--- config.mk ---
export PLATFORM = sky130hd
export DESIGN_NAME = plot_point_to_screen_mapper_flat
export DESIGN_NICKNAME = d
export VERILOG_FILES = /design/src/hw/rtl/ppsm_pkg.sv /design/src/hw/rtl/ppsm_if.sv /design/src/hw/rtl/ppsm_regs.sv /design/src/hw/rtl/ppsm_front.sv /design/src/hw/rtl/ppsm_queue.sv /design/src/hw/rtl/ppsm_back.sv /design/src/hw/rtl/plot_point_to_screen_mapper.sv /design/src/flat_wrapper.sv
export SDC_FILE = /design/constraint.sdc
export NUM_CORES = 2
export LEC_CHECK = 0
export ABC_AREA = 1
export BUFFER_PORTS_ARGS = -buffer_cell sky130_fd_sc_hd__buf_2
export CAP_MARGIN = 5
export CELL_PAD_IN_SITES_DETAIL_PLACEMENT = 1
export CELL_PAD_IN_SITES_GLOBAL_PLACEMENT = 1
export CORE_MARGIN = 2
export CORE_UTILIZATION = 50
export DETAILED_ROUTE_END_ITERATION = 10
export GPL_ROUTABILITY_DRIVEN = 0
export MAX_ROUTING_LAYER = met4
export PLACE_DENSITY = 0.83
export SLEW_MARGIN = 20
export SYNTH_ARGS = -nofsm -noshare
export SYNTH_HDL_FRONTEND = slang
export SYNTH_SLANG_ARGS = --single-unit
--- constraint.sdc ---
create_clock -name clk -period 39.4 [get_ports clk]
set_input_delay 7.88 -clock clk [delete_from_list [all_inputs] [get_ports clk]]
set_output_delay 7.88 -clock clk [all_outputs]
set_load 0.005 [all_outputs]
--- src/hw/rtl/ppsm_pkg.sv ---
// shared constants and types for the plot point to screen mapper
package ppsm_pkg;

    localparam int DATA_W      = 32;
    localparam int PLOT_SPAN   = 127;
    localparam int TOP_ROW     = 32;
    localparam int QUOT_W      = $clog2(PLOT_SPAN + 1);
    localparam int PROD_W      = DATA_W + QUOT_W;
    localparam int ROW_W       = $clog2(TOP_ROW + PLOT_SPAN + 1);
    localparam int QUEUE_DEPTH = 4;
    localparam int QPTR_W      = $clog2(QUEUE_DEPTH);
    localparam int ADDR_W      = 4;

    typedef enum logic [1:0] {
        REG_MIN_X = 2'd0,
        REG_MAX_X = 2'd1,
        REG_MIN_Y = 2'd2,
        REG_MAX_Y = 2'd3
    } reg_idx_t;

    typedef struct packed {
        logic signed [DATA_W-1:0] min_x;
        logic signed [DATA_W-1:0] max_x;
        logic signed [DATA_W-1:0] min_y;
        logic signed [DATA_W-1:0] max_y;
    } window_t;

    typedef struct packed {
        logic              is_bar;
        logic              last;
        logic [DATA_W-1:0] num_x;
        logic [DATA_W-1:0] den_x;
        logic [DATA_W-1:0] num_y;
        logic [DATA_W-1:0] den_y;
    } work_t;

    typedef struct packed {
        logic full;
        logic empty;
    } queue_status_t;

    typedef struct packed {
        logic              is_bar;
        logic              last;
        logic [PROD_W-1:0] rem_x;
        logic [PROD_W-1:0] rem_y;
        logic [DATA_W-1:0] den_x;
        logic [DATA_W-1:0] den_y;
        logic [QUOT_W-1:0] q_x;
        logic [QUOT_W-1:0] q_y;
    } div_t;

endpackage

--- src/hw/rtl/ppsm_if.sv ---
// point and pixel channel interfaces
interface ppsm_point_if;
    logic                             valid;
    logic                             ready;
    logic                             req_type;
    logic signed [ppsm_pkg::DATA_W-1:0] point_x;
    logic signed [ppsm_pkg::DATA_W-1:0] point_y;
    logic                             batch_end;

    modport source (output valid, req_type, point_x, point_y, batch_end, input ready);
    modport sink (input valid, req_type, point_x, point_y, batch_end, output ready);
endinterface

interface ppsm_pixel_if;
    logic                             valid;
    logic                             ready;
    logic [ppsm_pkg::QUOT_W-1:0]      screen_column;
    logic [ppsm_pkg::ROW_W-1:0]       screen_row;
    logic [ppsm_pkg::QUOT_W-1:0]      bar_length;
    logic                             is_bar;
    logic                             batch_end_out;

    modport source (output valid, screen_column, screen_row, bar_length, is_bar,
                    batch_end_out, input ready);
    modport sink (input valid, screen_column, screen_row, bar_length, is_bar,
                  batch_end_out, output ready);
endinterface

--- src/hw/rtl/ppsm_regs.sv ---
// apb window registers
module ppsm_regs (
    input  logic                          clk,
    input  logic                          rst_n,
    input  logic                          psel,
    input  logic                          penable,
    input  logic                          pwrite,
    input  logic [ppsm_pkg::ADDR_W-1:0]   paddr,
    input  logic [ppsm_pkg::DATA_W-1:0]   pwdata,
    output logic [ppsm_pkg::DATA_W-1:0]   prdata,
    output logic                          pready,
    output ppsm_pkg::window_t             window
);

    ppsm_pkg::window_t  win_reg;
    ppsm_pkg::reg_idx_t idx;
    logic               wr_en;

    assign idx    = ppsm_pkg::reg_idx_t'(paddr[3:2]);
    assign wr_en  = psel && penable && pwrite;
    assign pready = 1'b1;
    assign window = win_reg;

    always_ff @(posedge clk or negedge rst_n)
    begin
        if (!rst_n)
        begin
            win_reg.min_x <= '0;
            win_reg.max_x <= ppsm_pkg::DATA_W'(ppsm_pkg::PLOT_SPAN);
            win_reg.min_y <= '0;
            win_reg.max_y <= ppsm_pkg::DATA_W'(ppsm_pkg::PLOT_SPAN);
        end
        else if (wr_en)
        begin
            case (idx)
                ppsm_pkg::REG_MIN_X: win_reg.min_x <= pwdata;
                ppsm_pkg::REG_MAX_X: win_reg.max_x <= pwdata;
                ppsm_pkg::REG_MIN_Y: win_reg.min_y <= pwdata;
                ppsm_pkg::REG_MAX_Y: win_reg.max_y <= pwdata;
                default: ;
            endcase
        end
    end

    always_comb
    begin
        case (idx)
            ppsm_pkg::REG_MIN_X: prdata = win_reg.min_x;
            ppsm_pkg::REG_MAX_X: prdata = win_reg.max_x;
            ppsm_pkg::REG_MIN_Y: prdata = win_reg.min_y;
            ppsm_pkg::REG_MAX_Y: prdata = win_reg.max_y;
            default:             prdata = '0;
        endcase
    end

endmodule

--- src/hw/rtl/ppsm_front.sv ---
// accepts points, drops those outside the window, forms numerators and spans
module ppsm_front (
    input  ppsm_pkg::window_t        window,
    input  ppsm_pkg::queue_status_t  qstat,
    ppsm_point_if.sink               point_in,
    output logic                     push,
    output ppsm_pkg::work_t          push_word
);

    logic                              in_window;
    logic signed [ppsm_pkg::DATA_W:0]  num_x;
    logic signed [ppsm_pkg::DATA_W:0]  den_x;
    logic signed [ppsm_pkg::DATA_W:0]  num_y;
    logic signed [ppsm_pkg::DATA_W:0]  den_y;

    assign point_in.ready = !qstat.full;

    assign in_window = (point_in.point_x >= window.min_x) && (point_in.point_x <= window.max_x)
                    && (point_in.point_y >= window.min_y) && (point_in.point_y <= window.max_y);

    // differences are non-negative and fit 32 bits once the point is in the window
    assign num_x = 33'(point_in.point_x) - 33'(window.min_x);
    assign den_x = 33'(window.max_x) - 33'(window.min_x);
    assign num_y = 33'(window.max_y) - 33'(point_in.point_y);
    assign den_y = 33'(window.max_y) - 33'(window.min_y);

    assign push = point_in.valid && point_in.ready && in_window;

    always_comb
    begin
        push_word.is_bar = point_in.req_type;
        push_word.last   = point_in.batch_end;
        push_word.num_x  = num_x[ppsm_pkg::DATA_W-1:0];
        push_word.den_x  = den_x[ppsm_pkg::DATA_W-1:0];
        push_word.num_y  = num_y[ppsm_pkg::DATA_W-1:0];
        push_word.den_y  = den_y[ppsm_pkg::DATA_W-1:0];
    end

endmodule

--- src/hw/rtl/ppsm_queue.sv ---
// short queue between front and back
module ppsm_queue (
    input  logic                     clk,
    input  logic                     rst_n,
    input  logic                     push,
    input  ppsm_pkg::work_t          push_word,
    input  logic                     pop,
    output ppsm_pkg::work_t          head_word,
    output ppsm_pkg::queue_status_t  qstat
);

    ppsm_pkg::work_t                mem_reg [ppsm_pkg::QUEUE_DEPTH];
    logic [ppsm_pkg::QPTR_W-1:0]    wr_ptr_reg;
    logic [ppsm_pkg::QPTR_W-1:0]    rd_ptr_reg;
    logic [ppsm_pkg::QPTR_W:0]      count_reg;
    logic [ppsm_pkg::QPTR_W:0]      count_next;

    assign qstat.full  = (count_reg == (ppsm_pkg::QPTR_W+1)'(ppsm_pkg::QUEUE_DEPTH));
    assign qstat.empty = (count_reg == '0);
    assign head_word   = mem_reg[rd_ptr_reg];

    always_comb
    begin
        count_next = count_reg;
        if (push && !pop)
        begin
            count_next = count_reg + 1'b1;
        end
        else if (pop && !push)
        begin
            count_next = count_reg - 1'b1;
        end
    end

    always_ff @(posedge clk or negedge rst_n)
    begin
        if (!rst_n)
        begin
            wr_ptr_reg <= '0;
            rd_ptr_reg <= '0;
            count_reg  <= '0;
        end
        else
        begin
            count_reg <= count_next;
            if (push)
            begin
                wr_ptr_reg <= wr_ptr_reg + 1'b1;
            end
            if (pop)
            begin
                rd_ptr_reg <= rd_ptr_reg + 1'b1;
            end
        end
    end

    always_ff @(posedge clk)
    begin
        if (push)
        begin
            mem_reg[wr_ptr_reg] <= push_word;
        end
    end

endmodule

--- src/hw/rtl/ppsm_back.sv ---
// scaling pipeline: product stage, one quotient bit per stage, pixel word out
module ppsm_back (
    input  logic                     clk,
    input  logic                     rst_n,
    input  ppsm_pkg::work_t          head_word,
    input  ppsm_pkg::queue_status_t  qstat,
    output logic                     pop,
    ppsm_pixel_if.source             pixel_out
);

    localparam int NSTAGE = ppsm_pkg::QUOT_W + 1;

    ppsm_pkg::div_t  st_reg [NSTAGE];
    logic            vld_reg [NSTAGE];
    logic            advance;
    ppsm_pkg::div_t  last_st;

    // all stages move together whenever the last one can drain
    assign advance = !vld_reg[NSTAGE-1] || pixel_out.ready;
    assign pop     = advance && !qstat.empty;

    always_ff @(posedge clk or negedge rst_n)
    begin
        if (!rst_n)
        begin
            for (int i = 0; i < NSTAGE; i++)
            begin
                vld_reg[i] <= 1'b0;
            end
        end
        else if (advance)
        begin
            vld_reg[0] <= !qstat.empty;
            for (int i = 1; i < NSTAGE; i++)
            begin
                vld_reg[i] <= vld_reg[i-1];
            end
        end
    end

    // product stage
    always_ff @(posedge clk)
    begin
        if (advance)
        begin
            st_reg[0].is_bar <= head_word.is_bar;
            st_reg[0].last   <= head_word.last;
            st_reg[0].rem_x  <= ppsm_pkg::PROD_W'(ppsm_pkg::PLOT_SPAN)
                              * ppsm_pkg::PROD_W'(head_word.num_x);
            st_reg[0].rem_y  <= ppsm_pkg::PROD_W'(ppsm_pkg::PLOT_SPAN)
                              * ppsm_pkg::PROD_W'(head_word.num_y);
            st_reg[0].den_x  <= head_word.den_x;
            st_reg[0].den_y  <= head_word.den_y;
            st_reg[0].q_x    <= '0;
            st_reg[0].q_y    <= '0;
        end
    end

    // restoring steps, most significant quotient bit first
    for (genvar s = 1; s < NSTAGE; s++)
    begin : g_step
        localparam int BIT = ppsm_pkg::QUOT_W - s;

        logic [ppsm_pkg::PROD_W-1:0] sub_x;
        logic [ppsm_pkg::PROD_W-1:0] sub_y;
        logic                        take_x;
        logic                        take_y;
        ppsm_pkg::div_t              st_next;

        assign sub_x  = ppsm_pkg::PROD_W'(st_reg[s-1].den_x) << BIT;
        assign sub_y  = ppsm_pkg::PROD_W'(st_reg[s-1].den_y) << BIT;
        // a zero span gives quotient zero
        assign take_x = (st_reg[s-1].den_x != '0) && (st_reg[s-1].rem_x >= sub_x);
        assign take_y = (st_reg[s-1].den_y != '0) && (st_reg[s-1].rem_y >= sub_y);

        always_comb
        begin
            st_next          = st_reg[s-1];
            st_next.rem_x    = take_x ? st_reg[s-1].rem_x - sub_x : st_reg[s-1].rem_x;
            st_next.rem_y    = take_y ? st_reg[s-1].rem_y - sub_y : st_reg[s-1].rem_y;
            st_next.q_x[BIT] = take_x;
            st_next.q_y[BIT] = take_y;
        end

        always_ff @(posedge clk)
        begin
            if (advance)
            begin
                st_reg[s] <= st_next;
            end
        end
    end

    assign last_st = st_reg[NSTAGE-1];

    assign pixel_out.valid         = vld_reg[NSTAGE-1];
    assign pixel_out.screen_column = last_st.q_x;
    assign pixel_out.screen_row    = ppsm_pkg::ROW_W'(ppsm_pkg::TOP_ROW)
                                   + ppsm_pkg::ROW_W'(last_st.q_y);
    assign pixel_out.bar_length    = last_st.is_bar
                                   ? ppsm_pkg::QUOT_W'(ppsm_pkg::PLOT_SPAN) - last_st.q_y
                                   : '0;
    assign pixel_out.is_bar        = last_st.is_bar;
    assign pixel_out.batch_end_out = last_st.last;

endmodule

--- src/hw/rtl/plot_point_to_screen_mapper.sv ---
// Plot point to screen mapper: maps data points inside the programmed window onto a
// 128 by 128 pixel plot area with its top row at row 32. A point word is accepted every
// cycle while the four-word queue behind the window check has room; points outside the
// window are accepted and give no pixel word. The queue entry of a point is written at
// the accepting edge, the product stage takes it from the queue head as the pipeline
// advances, and then one stage per quotient bit of the 7-bit column and row divisions
// forms its pixel word. The pipeline issues one pixel word per cycle while the sink keeps
// ready high. The window registers are written over apb and should only change while no
// point is in flight.
module plot_point_to_screen_mapper (
    input  logic                          clk,
    input  logic                          rst_n,
    input  logic                          psel,
    input  logic                          penable,
    input  logic                          pwrite,
    input  logic [ppsm_pkg::ADDR_W-1:0]   paddr,
    input  logic [ppsm_pkg::DATA_W-1:0]   pwdata,
    output logic [ppsm_pkg::DATA_W-1:0]   prdata,
    output logic                          pready,
    ppsm_point_if.sink                    point_in,
    ppsm_pixel_if.source                  pixel_out
);

    ppsm_pkg::window_t        window;
    ppsm_pkg::queue_status_t  qstat;
    ppsm_pkg::work_t          push_word;
    ppsm_pkg::work_t          head_word;
    logic                     push;
    logic                     pop;

    ppsm_regs u_regs (
        .clk     (clk),
        .rst_n   (rst_n),
        .psel    (psel),
        .penable (penable),
        .pwrite  (pwrite),
        .paddr   (paddr),
        .pwdata  (pwdata),
        .prdata  (prdata),
        .pready  (pready),
        .window  (window)
    );

    ppsm_front u_front (
        .window    (window),
        .qstat     (qstat),
        .point_in  (point_in),
        .push      (push),
        .push_word (push_word)
    );

    ppsm_queue u_queue (
        .clk       (clk),
        .rst_n     (rst_n),
        .push      (push),
        .push_word (push_word),
        .pop       (pop),
        .head_word (head_word),
        .qstat     (qstat)
    );

    ppsm_back u_back (
        .clk       (clk),
        .rst_n     (rst_n),
        .head_word (head_word),
        .qstat     (qstat),
        .pop       (pop),
        .pixel_out (pixel_out)
    );

endmodule
--- src/flat_wrapper.sv ---
// flat-port wrapper written by rule: the top's interface ports become plain ports
module plot_point_to_screen_mapper_flat 
  (clk, rst_n, psel, penable, pwrite, paddr, pwdata, prdata, pready, point_in_valid, point_in_req_type, point_in_point_x, point_in_point_y, point_in_batch_end, point_in_ready, pixel_out_valid, pixel_out_screen_column, pixel_out_screen_row, pixel_out_bar_length, pixel_out_is_bar, pixel_out_batch_end_out, pixel_out_ready);
  ppsm_point_if point_in_i ();
  ppsm_pixel_if pixel_out_i ();
  input  logic clk;
  input  logic rst_n;
  input  logic psel;
  input  logic penable;
  input  logic pwrite;
  input  logic [ppsm_pkg::ADDR_W-1:0] paddr;
  input  logic [ppsm_pkg::DATA_W-1:0] pwdata;
  output logic [ppsm_pkg::DATA_W-1:0] prdata;
  output logic pready;
  input wire logic [$bits(point_in_i.valid)-1:0] point_in_valid;
  input wire logic [$bits(point_in_i.req_type)-1:0] point_in_req_type;
  input wire logic [$bits(point_in_i.point_x)-1:0] point_in_point_x;
  input wire logic [$bits(point_in_i.point_y)-1:0] point_in_point_y;
  input wire logic [$bits(point_in_i.batch_end)-1:0] point_in_batch_end;
  output wire logic [$bits(point_in_i.ready)-1:0] point_in_ready;
  output wire logic [$bits(pixel_out_i.valid)-1:0] pixel_out_valid;
  output wire logic [$bits(pixel_out_i.screen_column)-1:0] pixel_out_screen_column;
  output wire logic [$bits(pixel_out_i.screen_row)-1:0] pixel_out_screen_row;
  output wire logic [$bits(pixel_out_i.bar_length)-1:0] pixel_out_bar_length;
  output wire logic [$bits(pixel_out_i.is_bar)-1:0] pixel_out_is_bar;
  output wire logic [$bits(pixel_out_i.batch_end_out)-1:0] pixel_out_batch_end_out;
  input wire logic [$bits(pixel_out_i.ready)-1:0] pixel_out_ready;
  assign point_in_i.valid = point_in_valid;
  assign point_in_i.req_type = point_in_req_type;
  assign point_in_i.point_x = point_in_point_x;
  assign point_in_i.point_y = point_in_point_y;
  assign point_in_i.batch_end = point_in_batch_end;
  assign point_in_ready = point_in_i.ready;
  assign pixel_out_valid = pixel_out_i.valid;
  assign pixel_out_screen_column = pixel_out_i.screen_column;
  assign pixel_out_screen_row = pixel_out_i.screen_row;
  assign pixel_out_bar_length = pixel_out_i.bar_length;
  assign pixel_out_is_bar = pixel_out_i.is_bar;
  assign pixel_out_batch_end_out = pixel_out_i.batch_end_out;
  assign pixel_out_i.ready = pixel_out_ready;
  plot_point_to_screen_mapper u_core (.clk(clk), .rst_n(rst_n), .psel(psel), .penable(penable), .pwrite(pwrite), .paddr(paddr), .pwdata(pwdata), .prdata(prdata), .pready(pready), .point_in(point_in_i), .pixel_out(pixel_out_i));
endmodule
Word-level counts from Yosys, hierarchy flattened
Memories as Yosys holds them, arrays and structs flattened.
Index checks and enable logic that the tools add are counted.
Widths: inputs -> output; s select.
Word-level totals
  register bits after elaboration: 143
  RAM bits: 1784
  input bits: 109
  output and inout port bits: 59
  logic and storage cells: 138
  memories: 2
Operators by class
  add/subtract/negate cells: 24
  $mul: 2
  $lt $le $gt $ge: 18
  eq/ne operators: 4
  muxes and demuxes: 22
  reduce and logical (&&, ||, !) cells: 51
Memory list
  u_core.u_back.st_reg: depth 8, bits a word 158, rd ports 8, clocked after Yosys merged registers in 0, write ports 8, line ppsm_back.sv:13  | ppsm_pkg::div_t st_reg [NSTAGE];
  u_core.u_queue.mem_reg: depth 4, bits a word 130, rd ports 1, clocked after Yosys merged registers in 0, write ports 1, line ppsm_queue.sv:12  | ppsm_pkg::work_t mem_reg [ppsm_pkg::QUEUE_DEPTH];
Operator list (number)
  $mux 39: 14
  $reduce_bool 32->1: 14
  $pmux 32 s4: 1
  $sub 32x32->32: 4
  $ge 39x32->1: 2
  $ge 39x33->1: 2
  $ge 39x34->1: 2
  $ge 39x35->1: 2
  $ge 39x36->1: 2
  $ge 39x37->1: 2
  $ge 39x38->1: 2
  $mul 7x32->39 const A: 2
  $sub 39x32->39: 2
  $sub 39x33->39: 2
  $sub 39x34->39: 2
  $sub 39x35->39: 2
  $sub 39x36->39: 2
  $sub 39x37->39: 2
  $sub 39x38->39: 2
  $ge 32x32->1: 2
  $le 32x32->1: 2
  $logic_and 1x1->1: 24
  $add 6x7->8 const A: 1
  $reduce_and 2->1: 4
  other kinds (15): 25

Longest topological paths before layout
  depth after elaboration: 9
  gate-level depth with buffers: 25
  depth with buffers taken out: 25

Modules after synthesis
A second synthesis with hierarchy kept.
Second synthesis, totals
  cell total of the unflattened synthesis: 15108
  area, all modules: 120256.6 sq um
By module, submodules not included
  ppsm_back: instances 1, cells an instance 11116, area each 83908.0 sq um, sequential area each 32210.9 sq um
  ppsm_queue: instances 1, cells an instance 1565, area each 21046.4 sq um, sequential area each 15790.1 sq um
  ppsm_front: instances 1, cells an instance 1684, area each 9520.4 sq um, sequential area each 0.0 sq um
  ppsm_regs: instances 1, cells an instance 743, area each 5781.8 sq um, sequential area each 3220.6 sq um

Worst setup path after synthesis
No wires, ideal clock.
  kind: in2reg
  start point: input port pixel_out_ready
  end point: register u_core.u_queue.count_reg[1] (netlist bit)
  library setup time: 0.126 ns
  arrival: 36.132 ns
  required time: 39.274 ns
  slack: 3.143 ns
  stages: 8
  path buffers: 0
  path through: inv_1 > nand2_1 > o31ai_1 > ha_1 > inv_1 > fa_1 > nor2_1 > a21oi_1
On the way
  cells in the longest elaborated chain, start to end: 5
  elaborated cells between the ends (all ways): 7
  those cells by class: mux (1); reduce/logical (6)
Ends and longest elaborated chain
  from (decl): line flat_wrapper.sv:27  | input wire logic [$bits(pixel_out_i.ready)-1:0] pixel_out_ready;
  $logic_or 1x1->1: line ppsm_back.sv:19  | assign advance = !vld_reg[NSTAGE-1] || pixel_out.ready;
  net u_core.u_back.advance: line ppsm_back.sv:15  | logic advance;
  $logic_and 1x1->1: line ppsm_back.sv:20  | assign pop = advance && !qstat.empty;
  $logic_not 1->1: line ppsm_queue.sv:25  | if (push && !pop)
  $logic_and 1x1->1: line ppsm_queue.sv:25
  $mux 3: line ppsm_queue.sv:25
  net u_core.u_queue.count_next, one bit: line ppsm_queue.sv:16  | logic [ppsm_pkg::QPTR_W:0] count_next;
  to (signal assigned): line ppsm_queue.sv:45  | count_reg <= count_next;
  to (decl): line ppsm_queue.sv:15  | logic [ppsm_pkg::QPTR_W:0] count_reg;
The timed path passes the listed nets, and every way through them passes these cells.
A chain may end at the register's enable or synchronous reset.

Worst setup path in the final report
  start point: input port paddr[2] (netlist bit)
  end point: output port prdata[29] (netlist bit)
On the way
  cells in the longest elaborated chain, start to end: 2
  elaborated cells between the ends (all ways): 5
  those cells by class: eq/ne (3); mux (1); reduce/logical (1)
Ends and longest elaborated chain
  from (decl): line flat_wrapper.sv:11  | input logic [ppsm_pkg::ADDR_W-1:0] paddr;
  $eq 2x2->1, or another cell as far along: line ppsm_regs.sv:47  | case (idx)
  $pmux 32 s4 (*): line ppsm_regs.sv:47
  to (decl): line flat_wrapper.sv:13  | output logic [ppsm_pkg::DATA_W-1:0] prdata;
Mark *: on every way between the ends. The rest lies on a longest branch, timed or not.

==> summary.txt <==
Drt
  • Met3 WL: 18390 um
  • Met2 WL: around 180000 um
  • Routed wire length: 373600 um
  • Via count: between 90000 and 100k
  • Met1 Wirelength: 144500 um
  • Pre-Repair DR Iteration Count: 5
  • Routed len/inst: 23.37 um
  • 1st-iter DRT viols: between 6000 and 7000
  • Post-DRT Antenna Nets: 0
  • Routed vias/inst: 5.847
  • # DRC: 0
  • Top layer in use: met4

Layout
  • Layout area overhead: 9.411%
  • Share of cells above drive strength 1: approximately 4.7%
  • Max reg flops: 1066
  • Nets@finish: approximately 14000
  • Fill count: approximately 26000
  • Post-route cell area: 122800 um2

Clocking
  • H-Tree Depth: 4
  • Hold-fix buffer count after cts: 0
  • Clock Sinks: about 1700
  • Cts repair resizes: 0
  • Cts bufs inserted: 188
  • Max Buffers Root-to-Sink: 3
  • Worst-Skew Late Latency: roughly 920 ps
  • Post-CTS setup buffer count: 0
  • Clock slew at reported path FFs: approximately 60 ps
  • CTS tree: done
  • Root buf cell: clkbuf_16

Synthesis
  • Netlist cell types: between 60 and 70
  • Flop and latch count out of synthesis: between 1500 and 2000
  • Simple-gate share of the synthesized area: between 15 and 20%
  • Post-synthesis xor/xnor area fraction: under 10%
  • Syn Inst Count: approximately 13000
  • Largest family of logic cells by synthesized area: simple AND/OR/NAND/NOR gates
  • EDFF count, synth: approximately 1600
  • Sequential-to-total area share from yosys stat: between 40% and 50%
  • Adder-cell share of the synthesized area: between 10% and 20%
  • Ys Warns: 0
  • Top FF cell, synth: edfxtp_1
  • Multiplexer area fraction after synthesis: 0.05016%
  • Mapped Nets: 13770
  • Synth Area in Compound Gates: about an eighth
  • Fraction of registers with async set/reset: about 8.3%
  • Syn avg cell area: 8.870 um2
  • Mapped cell area: about 110000 um2

STA
  • Period utilization: 44.32%
  • Max-slew violations: 0
  • Slew @ Worst Pin: 1125 ps
  • Max Freq: between 0.05 and 0.06 GHz
  • RSZ-0062 raised after global routing: false
  • Total negative setup slack: 0 ps
  • Clock Skews: slightly above 80 ps
  • Final setup viols: 0
  • Final Critical Period: around 17000 ps
  • Hold Vio Cnt, Final: 0
  • Slew headroom: about a quarter
  • Worst hold margin: roughly 400 ps

Critical path
  • Cell Chain, Critical Path: buf_2, inv_1, nor2_4, nand2_1, o2111ai_1, buf_2
  • CP max stage delay: 690 ps
  • Worst path slowest cell: nor2_4
  • Startpoint Class: primary input
  • Arr. time, crit path: roughly 9600 ps
  • Crit Path Max Fanout: 32
  • Delay-heaviest family, CP: simple AND/OR/NAND/NOR gates
  • WS Path Type: primary input to output port
  • Worst Setup End Kind: output port
  • Buf/Inv on CP: 3
  • Critical path's most frequent cell: buf_2
  • Worst endpoint required time: around 32000 ps

Global routing
  • Initial antenna violation count: 11
  • All-Layer GR Usage: between 30 and 40%
  • GRT Residual Overflow: 0
  • Vias in the first global route: 99720
  • Pin count of the biggest net entering global routing: just under 200
  • Global-route wire length before repair: about 570000 um

Status
  • Outcome: completed

Placed design
  • Hpwl dp: roughly 300000 um
  • Placed inst area: around 120000 um2
  • Port bufs: between 150 and 200

Die
  • Core area: between 200000 and 250000 um2
  • Ports: around 170
  • Rows: roughly 170
  • Die outline height: between 400 and 500 um
  • DIE WIDTH: 477.8 um
  • Starting Density: 50.39%
  • Die area: 228300 um2

Min path
  • Min-Delay Path Class: flip-flop to flip-flop

Job
  • Max-cap violation count: 0
-- worst reg2reg max path, cell delays in order (launching register included) --
cell,delay [ps]
dfrtp_4,760
inv_6,850
buf_4,850
nand2_1,160
a32oi_1,710
inv_1,130
fa_1,590
inv_1,80
fa_1,540
inv_1,50
fa_1,470
fa_1,510
inv_1,40
ha_1,340
nand2_1,110
nor2_1,160
nand4_1,160
o211ai_1,370
a21oi_1,220
o21bai_1,330
nand2_1,160
nand3_1,110
nand2_1,70
-- Yosys cell counts (10+ instances only) --
cell	n	share of area, %
or2_2	10	0.056
nor2_1	1171	3.9
nand2_2	19	0.11
a32oi_1	54	0.42
edfxtp_1	1586	42
o22ai_1	70	0.39
nand3_1	338	1.5
fa_1	251	4.5
o21bai_1	88	0.59
o2111ai_1	39	0.30
buf_4	14	0.094
a21boi_0	34	0.23
buf_6	20	0.20
o21ai_2	18	0.14
nor3_1	117	0.52
dfrtp_1	129	2.9
a21oi_1	839	3.7
a21o_1	96	0.64
clkbuf_1	122	0.41
dfstp_2	14	0.33
inv_1	1947	6.5
nand3b_1	19	0.13
o21ai_1	210	0.94
o21ai_0	782	3.5
o21a_1	55	0.37
nand4_1	182	1.0
ha_1	760	8.5
buf_2	45	0.20
and3_1	16	0.089
o211ai_1	44	0.29
xnor2_1	259	2.0
nand2_1	2728	9.1
nor4_1	104	0.58
xor2_1	270	2.1
a31oi_1	104	0.58
-- path summary, 6_finish.rpt --
kind                                              start                      endpoint  slack (ps)  cells past startpoint
min reg2reg                u_core.u_back.st_reg[0][329]  u_core.u_back.st_reg[0][487]         410                      0
max reg2reg                u_core.u_queue.rd_ptr_reg[0]  u_core.u_back.st_reg[0][109]       31330                     22
min in group asynchronous                         rst_n  u_core.u_queue.wr_ptr_reg[0]        6960                      1
max                                            paddr[2]                    prdata[29]       21940                      6
min                        u_core.u_back.st_reg[0][329]  u_core.u_back.st_reg[0][487]         410                      0
max in group asynchronous                         rst_n      u_core.u_regs.window[91]       31150                      3
-- layout by cell type, fill, tap and decap left out, types with 70 or more instances in the layout --
master	netlist	final
ha_1	760	760
xnor2_1	259	259
nor3_1	117	116
nand2_1	2728	2725
o21bai_1	88	88
dfrtp_1	129	127
nor4_1	104	104
nor2_1	1171	1162
a21o_1	96	96
o21ai_0	782	782
nand4_1	182	182
edfxtp_1	1586	1586
buf_2	45	163
a31oi_1	104	104
xor2_1	270	270
fa_1	251	251
o21ai_1	210	210
a21oi_1	839	839
clkbuf_16	0	189
o22ai_1	70	70
nand3_1	338	338
inv_1	1947	1946
-- metrics by stage --
| stage | setup WS (ps) | cells | utilization [%] |
|---|---|---|---|
| final | 21940 | 15990 | 55.14 |
| after global placement | 22030 | 15620 | 52.16 |
| after CTS | 22020 | 15970 | 55.08 |
| after global routing | 21880 | 15990 | 55.13 |
| after detailed placement | 22030 | 15620 | 52.16 |
| after floorplan | 3143 | 12650 | - |
-- layer usage --
layer / vias to the layer above / global-route usage, %
li1: 43090 / -
met1: 45870 / 37.12
met2: 3266 / 55.77
met3: 1251 / 3.992
met4: 0 / 20.83
met5: - / -
-- cell type report --
class / count / area (um2) / share of cell area, %
clock buffers: 222 / 4895 / 3.986
well taps: 2975 / 3722 / 3.031
diodes: 11 / 27.53 / 0.02241
inverters: 1956 / 7352 / 5.987
multi-input cells: 8755 / 52730 / 42.94
clock inverters: 132 / 1627 / 1.324
flip-flops and latches: 1729 / 51230 / 41.71
repair buffers: 208 / 1225 / 0.9974
-- logic make-up (layout without fill, tap and decap cells) --
kind of cell    after synthesis  after routing
compound gates             2490           2490
xor+xnor                    529            529
fa+ha+maj                  1011           1011
buf+inv                    2170           2518
flops                      1729           1729
mux                           5              5
other cells                   1             12
simple gates               4719           4719
Power is not shown: default switching activity piles up to over one toggle a cycle in this logic, so the estimate is an artifact.
